<file path="src/design/lru_pr_pkg.sv">
// Shared constants for the LRU page replacement block.
package lru_pr_pkg;

  localparam int MAX_FRAMES_DEF = 16;
  localparam int PAGE_BITS_DEF  = 16;

  localparam int CFG_W   = 5;
  localparam int CNT_W   = 5;
  localparam int FAULT_W = 32;
  localparam int DATA_W  = 32;
  localparam int ADDR_W  = 3;

  localparam logic [ADDR_W-1:0] REG_FRAMES_ADDR = 3'd0;
  localparam logic [CFG_W-1:0]  FRAMES_RESET    = 5'd16;
  localparam logic [FAULT_W-1:0] FAULT_MAX      = '1;

endpackage

</file>
<file path="src/design/lru_pr_cell.sv">
// One entry of the recency chain: compare against the reference, take the neighbour's page.
module lru_pr_cell #(
  parameter int PAGE_BITS = 16,
  parameter int OCC_W     = 5,
  parameter int IDX       = 0
) (
  input  logic                 clk,
  input  logic                 en,
  input  logic [PAGE_BITS-1:0] page,
  input  logic [OCC_W-1:0]     occ,
  input  logic [PAGE_BITS-1:0] prev_entry,
  input  logic                 found_in,
  output logic [PAGE_BITS-1:0] entry,
  output logic                 found_out
);

  logic valid;
  logic match;

  assign valid     = OCC_W'(IDX) < occ;
  assign match     = valid && (entry == page);
  assign found_out = found_in | match;

  // shift one place down unless the page sits above this cell
  always_ff @(posedge clk) begin
    if (en && !found_in) begin
      entry <= prev_entry;
    end
  end

endmodule

</file>
<file path="src/design/lru_page_replacement.sv">
// Top level of the LRU page replacement block: command port, cell chain, counters, APB register.
//
// Usage:
//   Present page_number and last_reference with start high; the reference is taken
//   at the rising edge where start is high and busy is low.
//   busy is high for one cycle while the cell chain searches and reorders.
//   The result (was_hit, fault_total, resident_count, trace_done) is shown for exactly
//   one cycle with done high, the cycle after busy; the receiver cannot stall it.
//   Acceptance sets busy, and done and the result are registered from busy.
//   No reference is taken while busy is high; start may be held high, and a new
//   reference is taken in the same cycle its predecessor's result is shown.
//   busy covers the single pass through the chain: every cell compares its
//   entry and the found flag ripples down the row, then all cells shift together.
//   frames_in_use lives at APB byte address 0; writes take effect at once and drop
//   the least recently used pages beyond the new limit. Write it only while idle.
//   Reset (rst, synchronous) empties the table, clears the fault count and sets
//   frames_in_use to 16.
module lru_page_replacement #(
  parameter int MAX_FRAMES = lru_pr_pkg::MAX_FRAMES_DEF,
  parameter int PAGE_BITS  = lru_pr_pkg::PAGE_BITS_DEF
) (
  input  logic                            clk,
  input  logic                            rst,
  input  logic                            start,
  output logic                            busy,
  input  logic [PAGE_BITS-1:0]            page_number,
  input  logic                            last_reference,
  output logic                            done,
  output logic                            was_hit,
  output logic [lru_pr_pkg::FAULT_W-1:0]  fault_total,
  output logic [lru_pr_pkg::CNT_W-1:0]    resident_count,
  output logic                            trace_done,
  input  logic                            psel,
  input  logic                            penable,
  input  logic                            pwrite,
  input  logic [lru_pr_pkg::ADDR_W-1:0]   paddr,
  input  logic [lru_pr_pkg::DATA_W-1:0]   pwdata,
  output logic [lru_pr_pkg::DATA_W-1:0]   prdata,
  output logic                            pready
);

  import lru_pr_pkg::*;

  localparam int OCC_W = $clog2(MAX_FRAMES + 1);

  logic [PAGE_BITS-1:0] req_page;
  logic                 req_done;
  logic [CFG_W-1:0]     frames_in_use;
  logic [OCC_W-1:0]     occupancy;
  logic [OCC_W-1:0]     occupancy_next;
  logic [FAULT_W-1:0]   fault_counter;
  logic [FAULT_W-1:0]   fault_counter_next;
  logic [OCC_W-1:0]     lim;
  logic [OCC_W-1:0]     cfg_lim;
  logic                 accept;
  logic                 cfg_write;
  logic                 hit;

  logic [PAGE_BITS-1:0] entry [MAX_FRAMES];
  logic [PAGE_BITS-1:0] prev  [MAX_FRAMES];
  logic                 found [MAX_FRAMES+1];

  function automatic logic [OCC_W-1:0] clamp_lim(input logic [CFG_W-1:0] f);
    logic [OCC_W-1:0] r;
    if (f == '0) begin
      r = OCC_W'(1);
    end else if (32'(f) > MAX_FRAMES) begin
      r = OCC_W'(MAX_FRAMES);
    end else begin
      r = OCC_W'(f);
    end
    return r;
  endfunction

  assign accept    = start && !busy;
  assign cfg_write = psel && penable && pwrite && pready && (paddr == REG_FRAMES_ADDR);
  assign pready    = 1'b1;
  assign prdata    = (paddr == REG_FRAMES_ADDR) ? DATA_W'(frames_in_use) : '0;
  assign lim       = clamp_lim(frames_in_use);
  assign cfg_lim   = clamp_lim(pwdata[CFG_W-1:0]);

  assign found[0] = 1'b0;
  assign hit      = found[MAX_FRAMES];

  for (genvar i = 0; i < MAX_FRAMES; i++) begin : g_cell
    if (i == 0) begin : g_head
      assign prev[i] = req_page;
    end else begin : g_body
      assign prev[i] = entry[i-1];
    end

    lru_pr_cell #(
      .PAGE_BITS(PAGE_BITS),
      .OCC_W    (OCC_W),
      .IDX      (i)
    ) u_cell (
      .clk       (clk),
      .en        (busy),
      .page      (req_page),
      .occ       (occupancy),
      .prev_entry(prev[i]),
      .found_in  (found[i]),
      .entry     (entry[i]),
      .found_out (found[i+1])
    );
  end

  always_comb begin
    occupancy_next     = occupancy;
    fault_counter_next = fault_counter;
    if (!hit) begin
      occupancy_next = (occupancy >= lim) ? lim : occupancy + OCC_W'(1);
      if (fault_counter != FAULT_MAX) begin
        fault_counter_next = fault_counter + FAULT_W'(1);
      end
    end
  end

  always_ff @(posedge clk) begin
    if (accept) begin
      req_page <= page_number;
      req_done <= last_reference;
    end
    if (busy) begin
      was_hit        <= hit;
      fault_total    <= fault_counter_next;
      resident_count <= CNT_W'(occupancy_next);
      trace_done     <= req_done;
    end
  end

  always_ff @(posedge clk) begin
    if (rst) begin
      busy          <= 1'b0;
      done          <= 1'b0;
      occupancy     <= '0;
      fault_counter <= '0;
      frames_in_use <= FRAMES_RESET;
    end else begin
      busy <= accept;
      done <= busy;
      if (busy) begin
        occupancy     <= occupancy_next;
        fault_counter <= fault_counter_next;
      end else if (cfg_write) begin
        frames_in_use <= pwdata[CFG_W-1:0];
        if (occupancy > cfg_lim) begin
          occupancy <= cfg_lim;
        end
      end
    end
  end

endmodule

</file>
<file path="config.mk">
export PLATFORM = sky130hd
export DESIGN_NAME = lru_page_replacement
export DESIGN_NICKNAME = d
export VERILOG_FILES = /design/src/design/lru_pr_pkg.sv /design/src/design/lru_pr_cell.sv /design/src/design/lru_page_replacement.sv
export SDC_FILE = /design/constraint.sdc
export NUM_CORES = 1
export LEC_CHECK = 0
export ABC_CLOCK_PERIOD_IN_PS = 7900
export BUFFER_PORTS_ARGS = -buffer_cell sky130_fd_sc_hd__buf_4
export CORE_AREA = 2 2 164 166
export CTS_BUF_LIST = sky130_fd_sc_hd__clkbuf_8
export DETAILED_ROUTE_END_ITERATION = 8
export DIE_AREA = 0 0 166 168
export GPL_TIMING_DRIVEN = 0
export MAX_ROUTING_LAYER = met4
export PLACE_DENSITY = 0.85
export SLEW_MARGIN = 20
export SYNTH_ARGS = -nofsm -noshare
export SYNTH_HDL_FRONTEND = slang
export SYNTH_HIERARCHICAL = 1
export SYNTH_SLANG_ARGS = --single-unit
</file>
<file path="constraint.sdc">
create_clock -name clk -period 7.9 [get_ports clk]
set_clock_uncertainty 0.2 [all_clocks]
set_input_delay 1.58 -clock clk [delete_from_list [all_inputs] [get_ports clk]]
set_output_delay 1.58 -clock clk [all_outputs]
set_load 0.01 [all_outputs]
</file>
=== Word-level counts from Yosys, hierarchy flattened ===
Cells that the tools add are included.

* Bitwise logic cells: 16
* Equality and inequality tests: 17
* $add $sub $neg: 2
* Order comparisons: 20
* Muxes and demuxes: 12
* Reductions and logical operators: 58

{| class="wikitable"
|+ Operators with widths
! operator !! number
|-
| 16-bit equality test || 16
|-
| 32-bit 2-to-1 mux || 2
|-
| 5-bit 2-to-1 mux || 10
|-
| 4-bit by 5-bit < comparator with 1-bit output, first input constant || 8
|-
| 1-bit logical AND || 35
|-
| 32-bit by 1-bit adder with 32-bit output, second input constant || 1
|-
| 32-bit inequality test, second input constant || 1
|-
| 3-bit by 5-bit < comparator with 1-bit output, first input constant || 4
|-
| 1-bit logical NOT || 16
|-
| 1-bit bitwise OR || 15
|-
| 5-bit > comparator, second input constant || 2
|-
| 5-bit logical NOT || 2
|-
| 1-bit by 5-bit < comparator with 1-bit output, first input constant || 2
|-
| 2-bit by 5-bit < comparator with 1-bit output, first input constant || 2
|-
| 5-bit by 1-bit adder with 5-bit output, second input constant || 1
|-
| 5-bit >= comparator || 1
|-
| 5-bit > comparator || 1
|-
| 2-bit AND reduction || 2
|-
| 2-bit nonzero test || 2
|-
| 3-bit logical NOT || 1
|-
| 1-bit inverter || 1
|}

* Output and inout bits: 74
* Logic and storage cells: 152
* Register bits after elaboration: 356
* Input bits: 58

=== Depth between registers and ports, before layout ===
* Word-level depth: 19
* Gate-level depth with buffers: 27
* Mapped depth without buffers: 23

=== Cells and area by module ===
Netlist, hierarchy kept.

{| class="wikitable"
|+ By module, submodules not included
! module !! seq. area each (um^2) !! cells an instance !! area each (um^2) !! times used
|-
| lru_page_replacement || 2562.5 || 502 || 5141.2 || 1
|-
| lru_pr_cell at g_cell[0].u_cell ... || 480.5 || 41 || 676.9 || 3
|-
| lru_pr_cell at g_cell[14].u_cell ... || 480.5 || 40 || 674.4 || 2
|-
| lru_pr_cell at g_cell[10].u_cell || 480.5 || 41 || 684.4 || 1
|-
| lru_pr_cell at g_cell[2].u_cell || 480.5 || 41 || 683.2 || 1
|-
| lru_pr_cell at g_cell[5].u_cell || 480.5 || 40 || 681.9 || 1
|-
| lru_pr_cell at g_cell[12].u_cell || 480.5 || 41 || 678.2 || 1
|-
| lru_pr_cell at g_cell[1].u_cell || 480.5 || 39 || 678.2 || 1
|-
| lru_pr_cell at g_cell[4].u_cell || 480.5 || 41 || 675.6 || 1
|-
| lru_pr_cell at g_cell[11].u_cell || 480.5 || 41 || 673.1 || 1
|-
| lru_pr_cell at g_cell[13].u_cell || 480.5 || 40 || 671.9 || 1
|-
| lru_pr_cell at g_cell[7].u_cell || 480.5 || 39 || 670.6 || 1
|-
| lru_pr_cell at g_cell[3].u_cell || 480.5 || 39 || 669.4 || 1
|-
| lru_pr_cell at g_cell[15].u_cell || 480.5 || 39 || 665.6 || 1
|}

=== Worst setup path before layout ===
Ideal clock, no wire load.

* Kind: register to register
* Start point: reg req_page[7]
* End point: reg fault_counter[25]
* Arrival time: 5.657 ns
* Library setup time: 0.123 ns
* Buffers on the path: 3
* Data required time: 7.577 ns
* Path slack: 1.919 ns
* Clock period less this slack: 5.981 ns
* Cell stages (with the launch flop): 27
* Cells stage by stage: edfxtp_1 > xnor2_1 > nand4_1 > nor3_1 > a41o_1 > a41o_1 > a21o_1 > a41o_1 > a41o_1 > a41o_1 > a41o_1 > a41o_1 > a31o_1 > a41o_1 > a31o_1 > a21o_1 > a41o_1 > a41o_1 > a41o_1 > a41o_1 > clkbuf_1 > nand2b_1 > clkbuf_1 > a21o_1 > buf_4 > nor4_1 > mux2_1

{| class="wikitable"
|+ RTL lines
! item !! RTL line !! source
|-
| start: declaration || lru_page_replacement.sv:46 || <nowiki>logic [PAGE_BITS-1:0] req_page;</nowiki>
|-
| start signal: assignment || lru_page_replacement.sv:121 || <nowiki>req_page <= page_number;</nowiki>
|-
| end signal: assignment || lru_page_replacement.sv:144 || <nowiki>fault_counter <= fault_counter_next;</nowiki>
|-
| end: declaration || lru_page_replacement.sv:51 || <nowiki>logic [FAULT_W-1:0] fault_counter;</nowiki>
|}

==> results.sh <==
export IMPL_status="finished, final reports clean"
export IMPL_critPathLaunchType="register"
export IMPL_hold_viol=0
export IMPL_cts_hold_buf=0
export IMPL_area_growth_pct=14.30
export IMPL_ys_types=67
export IMPL_rsz0062_at_grt="no"
export IMPL_htreeDepth=2
export IMPL_synth_compound_area_share_pct=4.988
export IMPL_path_max_fanout=17
export IMPL_firstDrtPassIters=5
export IMPL_initialDrtViolationCount=675
export IMPL_cts_buffer_depth=3
export IMPL_slew_viol_final=0
export IMPL_start_util_pct=60.54
export IMPL_path_clk_slew_ns=0.06
export IMPL_hpwlAfterDp_um=23540
export IMPL_nets=1384
export IMPL_clk_latency_ns=0.59
export IMPL_rr_worst_depth=26
export IMPL_rows=60
export IMPL_synthMuxAreaShare_pct=0.5176
export IMPL_final_layout_size_suffix_gt1_share_pct=16.30
export IMPL_synth_edf_count=312
export IMPL_max_freq_mhz=135.4
export IMPL_slew_headroom_pct=21.10
export IMPL_worst_pin_slew_ns=1.183
export IMPL_finalSetupViolations=0
export IMPL_vias=9709
export IMPL_grtUsageTotal_pct=24.49
export IMPL_end_kind="register"
export IMPL_viasPerCell=5.721
export IMPL_grt_pass1_vias=9919
export IMPL_cts_root_buf="clkbuf_8"
export IMPL_antenna_found_initial=0
export IMPL_final_area_sq_um=18230
export IMPL_max_cap_violations=0
export IMPL_core_area_sq_um=26350
export IMPL_hold_depth=0
export IMPL_cts_setup_buffers=0
export IMPL_synth_area_sq_um=15950
export IMPL_grt_max_degree=44
export IMPL_synth_top_family_by_area="XOR/XNOR gates"
export IMPL_synth_warnings=6
export IMPL_dpl_cell_area_sq_um=17150
export IMPL_die_h_um=168
export IMPL_setup_worst_path_class="register to register"
export IMPL_finalCritPeriodShare_pct=93.52
export IMPL_leakagePower_nw=6.275
export IMPL_gp_congestion=0.8882
export IMPL_avgRoutedWirePerCell_um=19.61
export IMPL_synthXorXnorAreaFrac_pct=16.84
export IMPL_ir_worst_vdd_mv=0.2091
export IMPL_drc=0
export IMPL_cts_resized=0
export IMPL_io_buffers=75
export IMPL_fin_tns_setup_ns=0
export IMPL_clock_sinks=356
export IMPL_power_w=0.003829
export IMPL_syn_avg_cell_area_sq_um=13.92
export IMPL_grt_pass1_wl_um=51960
export IMPL_synth_ff_type="edfxtp_1"
export IMPL_die_w_um=166
export IMPL_cp_required_ns=8.17
export IMPL_synth_async_reset_ratio_pct=0
export IMPL_die_area_sq_um=27890
export IMPL_gr_total_overflow=0
export IMPL_diodes=0
export IMPL_ys_ff_latch=356
export IMPL_fin_crit_ns=7.388
export IMPL_yosys_area_share_simple_pct=9.882
export IMPL_cts_tree="yes"
export IMPL_syn_inst=1146
export IMPL_cp_arrival_ns=7.65
export IMPL_wl_um=33280
export IMPL_ant_nets=0
export IMPL_synth_fa_ha_area_share_pct=0.9412
export IMPL_fillers=1747
export IMPL_final_common_cell="edfxtp_1"
export IMPL_ys_seq_area_share_pct=64.25
export IMPL_hold_class="register to register"
export IMPL_p_per_area_nw_per_um2=210.0
export IMPL_mostFrequentLayoutCells="312 x edfxtp_1, 232 x xnor2_1, 105 x buf_4"
export IMPL_cts_buffers=56
export IMPL_io_pins=132
==> worst max-delay path: stages, from the launching register on <==
cell      delay [ns]
edfxtp_1        1.09
xnor2_1         0.24
nand4_1         0.18
nor3_1          0.08
a41o_1          0.26
a41o_1          0.24
a21o_1          0.18
a41o_1          0.23
a41o_1          0.25
a41o_1          0.25
a41o_1          0.24
a41o_1          0.24
a31o_1          0.23
a41o_1          0.25
a31o_1          0.23
a21o_1          0.19
a41o_1          0.23
a41o_1          0.24
a41o_1          0.24
a41o_1          0.24
clkbuf_1        0.23
nand2b_1        0.20
clkbuf_1        0.22
a21o_1          0.28
buf_4           0.20
nor4_1          0.27
mux2_1          0.35
==> worst paths after layout <==
path                    start           endpoint  slack [ns]
setup / recovery  req_page[0]  fault_counter[25]        0.51
hold / removal       req_done         trace_done        0.24
setup reg to reg  req_page[0]  fault_counter[25]        0.51
hold reg to reg      req_done         trace_done        0.24
==> cell type report <==
class / instances / area (sq um) / area share (%)
Timing Repair Buffer: 82 / 681.9 / 3.740
Sequential cell: 356 / 10250 / 56.23
Multi-Input combinational cell: 746 / 5446 / 29.87
Clock inverter: 43 / 236.5 / 1.297
Clock buffer: 57 / 784.5 / 4.302
Inverter: 15 / 56.30 / 0.3088
Buffer: 57 / 347.8 / 1.908
Tap cell: 341 / 426.7 / 2.340
==> through the flow <==
stage | worst slack [ns] | hold slack (ns) | cells | utilization, %
final | 0.5122 | 0.2433 | 1697 | 69.20
after global routing | 0.2145 | 0.2439 | 1697 | 69.20
after CTS | 0.5148 | 0.2373 | 1693 | 68.97
after detailed placement | 0.6203 | 0.2293 | 1593 | 65.10
after global placement | 0.8045 | 0.2065 | 1590 | 64.70
after floorplan | 1.919 | 0.2003 | 1174 | -
==> cell usage after synthesis (3+ instances only) <==
cell	count	area share [%]
a21o_1	5	0.24
xnor2_1	232	13
and3_1	5	0.20
o31ai_1	9	0.42
dfxtp_1	44	5.5
and4_1	8	0.44
edfxtp_1	312	59
or2_2	3	0.12
nand4_1	58	2.3
a41o_1	12	0.75
o21a_1	4	0.19
or3_1	8	0.31
and2_1	9	0.35
nor4_1	19	0.75
inv_1	15	0.35
nand3_1	16	0.50
ha_1	12	0.94
o21ai_0	13	0.41
a21oi_1	19	0.60
nor2_1	48	1.1
a211oi_1	16	0.75
xor2_1	71	3.9
buf_2	10	0.31
buf_4	30	1.4
or4_1	7	0.33
nor3_1	39	1.2
nand2_1	28	0.66
mux2i_1	6	0.38
nand2b_1	5	0.20
clkbuf_1	13	0.31
nor2b_1	22	0.86
==> layer usage <==
metal | wire, um | part of all wire (%) | track usage, % | vias up
met4 | 1129 | 3.4 | 9.716 | 0
met2 | 17560 | 53 | 43.12 | 349
met1 | 12700 | 38 | 28.43 | 4737
li1 | - | - | - | 4539
met5 | 0 | 0 | - | -
met3 | 1888 | 5.7 | 3.714 | 84
==> report_power, final <==
group	leakage, nW	internal (W)	switching (W)
logic	2.44	0.000120	0.000127
registers	3.22	0.00209	0.0000723
clock network	0.614	0.000736	0.000682
total	6.27	0.00295	0.000882
==> logic make-up after synthesis <==
logic type | count (synthesis)
buffers and inverters | 72
AOI/OAI and AO/OA | 108
muxes | 8
and+or+nand+nor | 283
adders and majority gates | 12
xor gates and xnor gates | 305
DFF | 356
other | 2
==> state kept, by name, indices dropped and copies added, names as in the netlist <==
| name | flops |
|---|---|
| busy | 1 |
| fault_counter | 32 |
| g_cell.u_cell/entry | 256 |
| occupancy | 5 |
| fault_total | 32 |
| was_hit | 1 |
| req_done | 1 |
| done | 1 |
| trace_done | 1 |
| resident_count | 5 |
| req_page | 16 |
| frames_in_use | 5 |
Note: power is estimated with default switching activity, not from simulation.
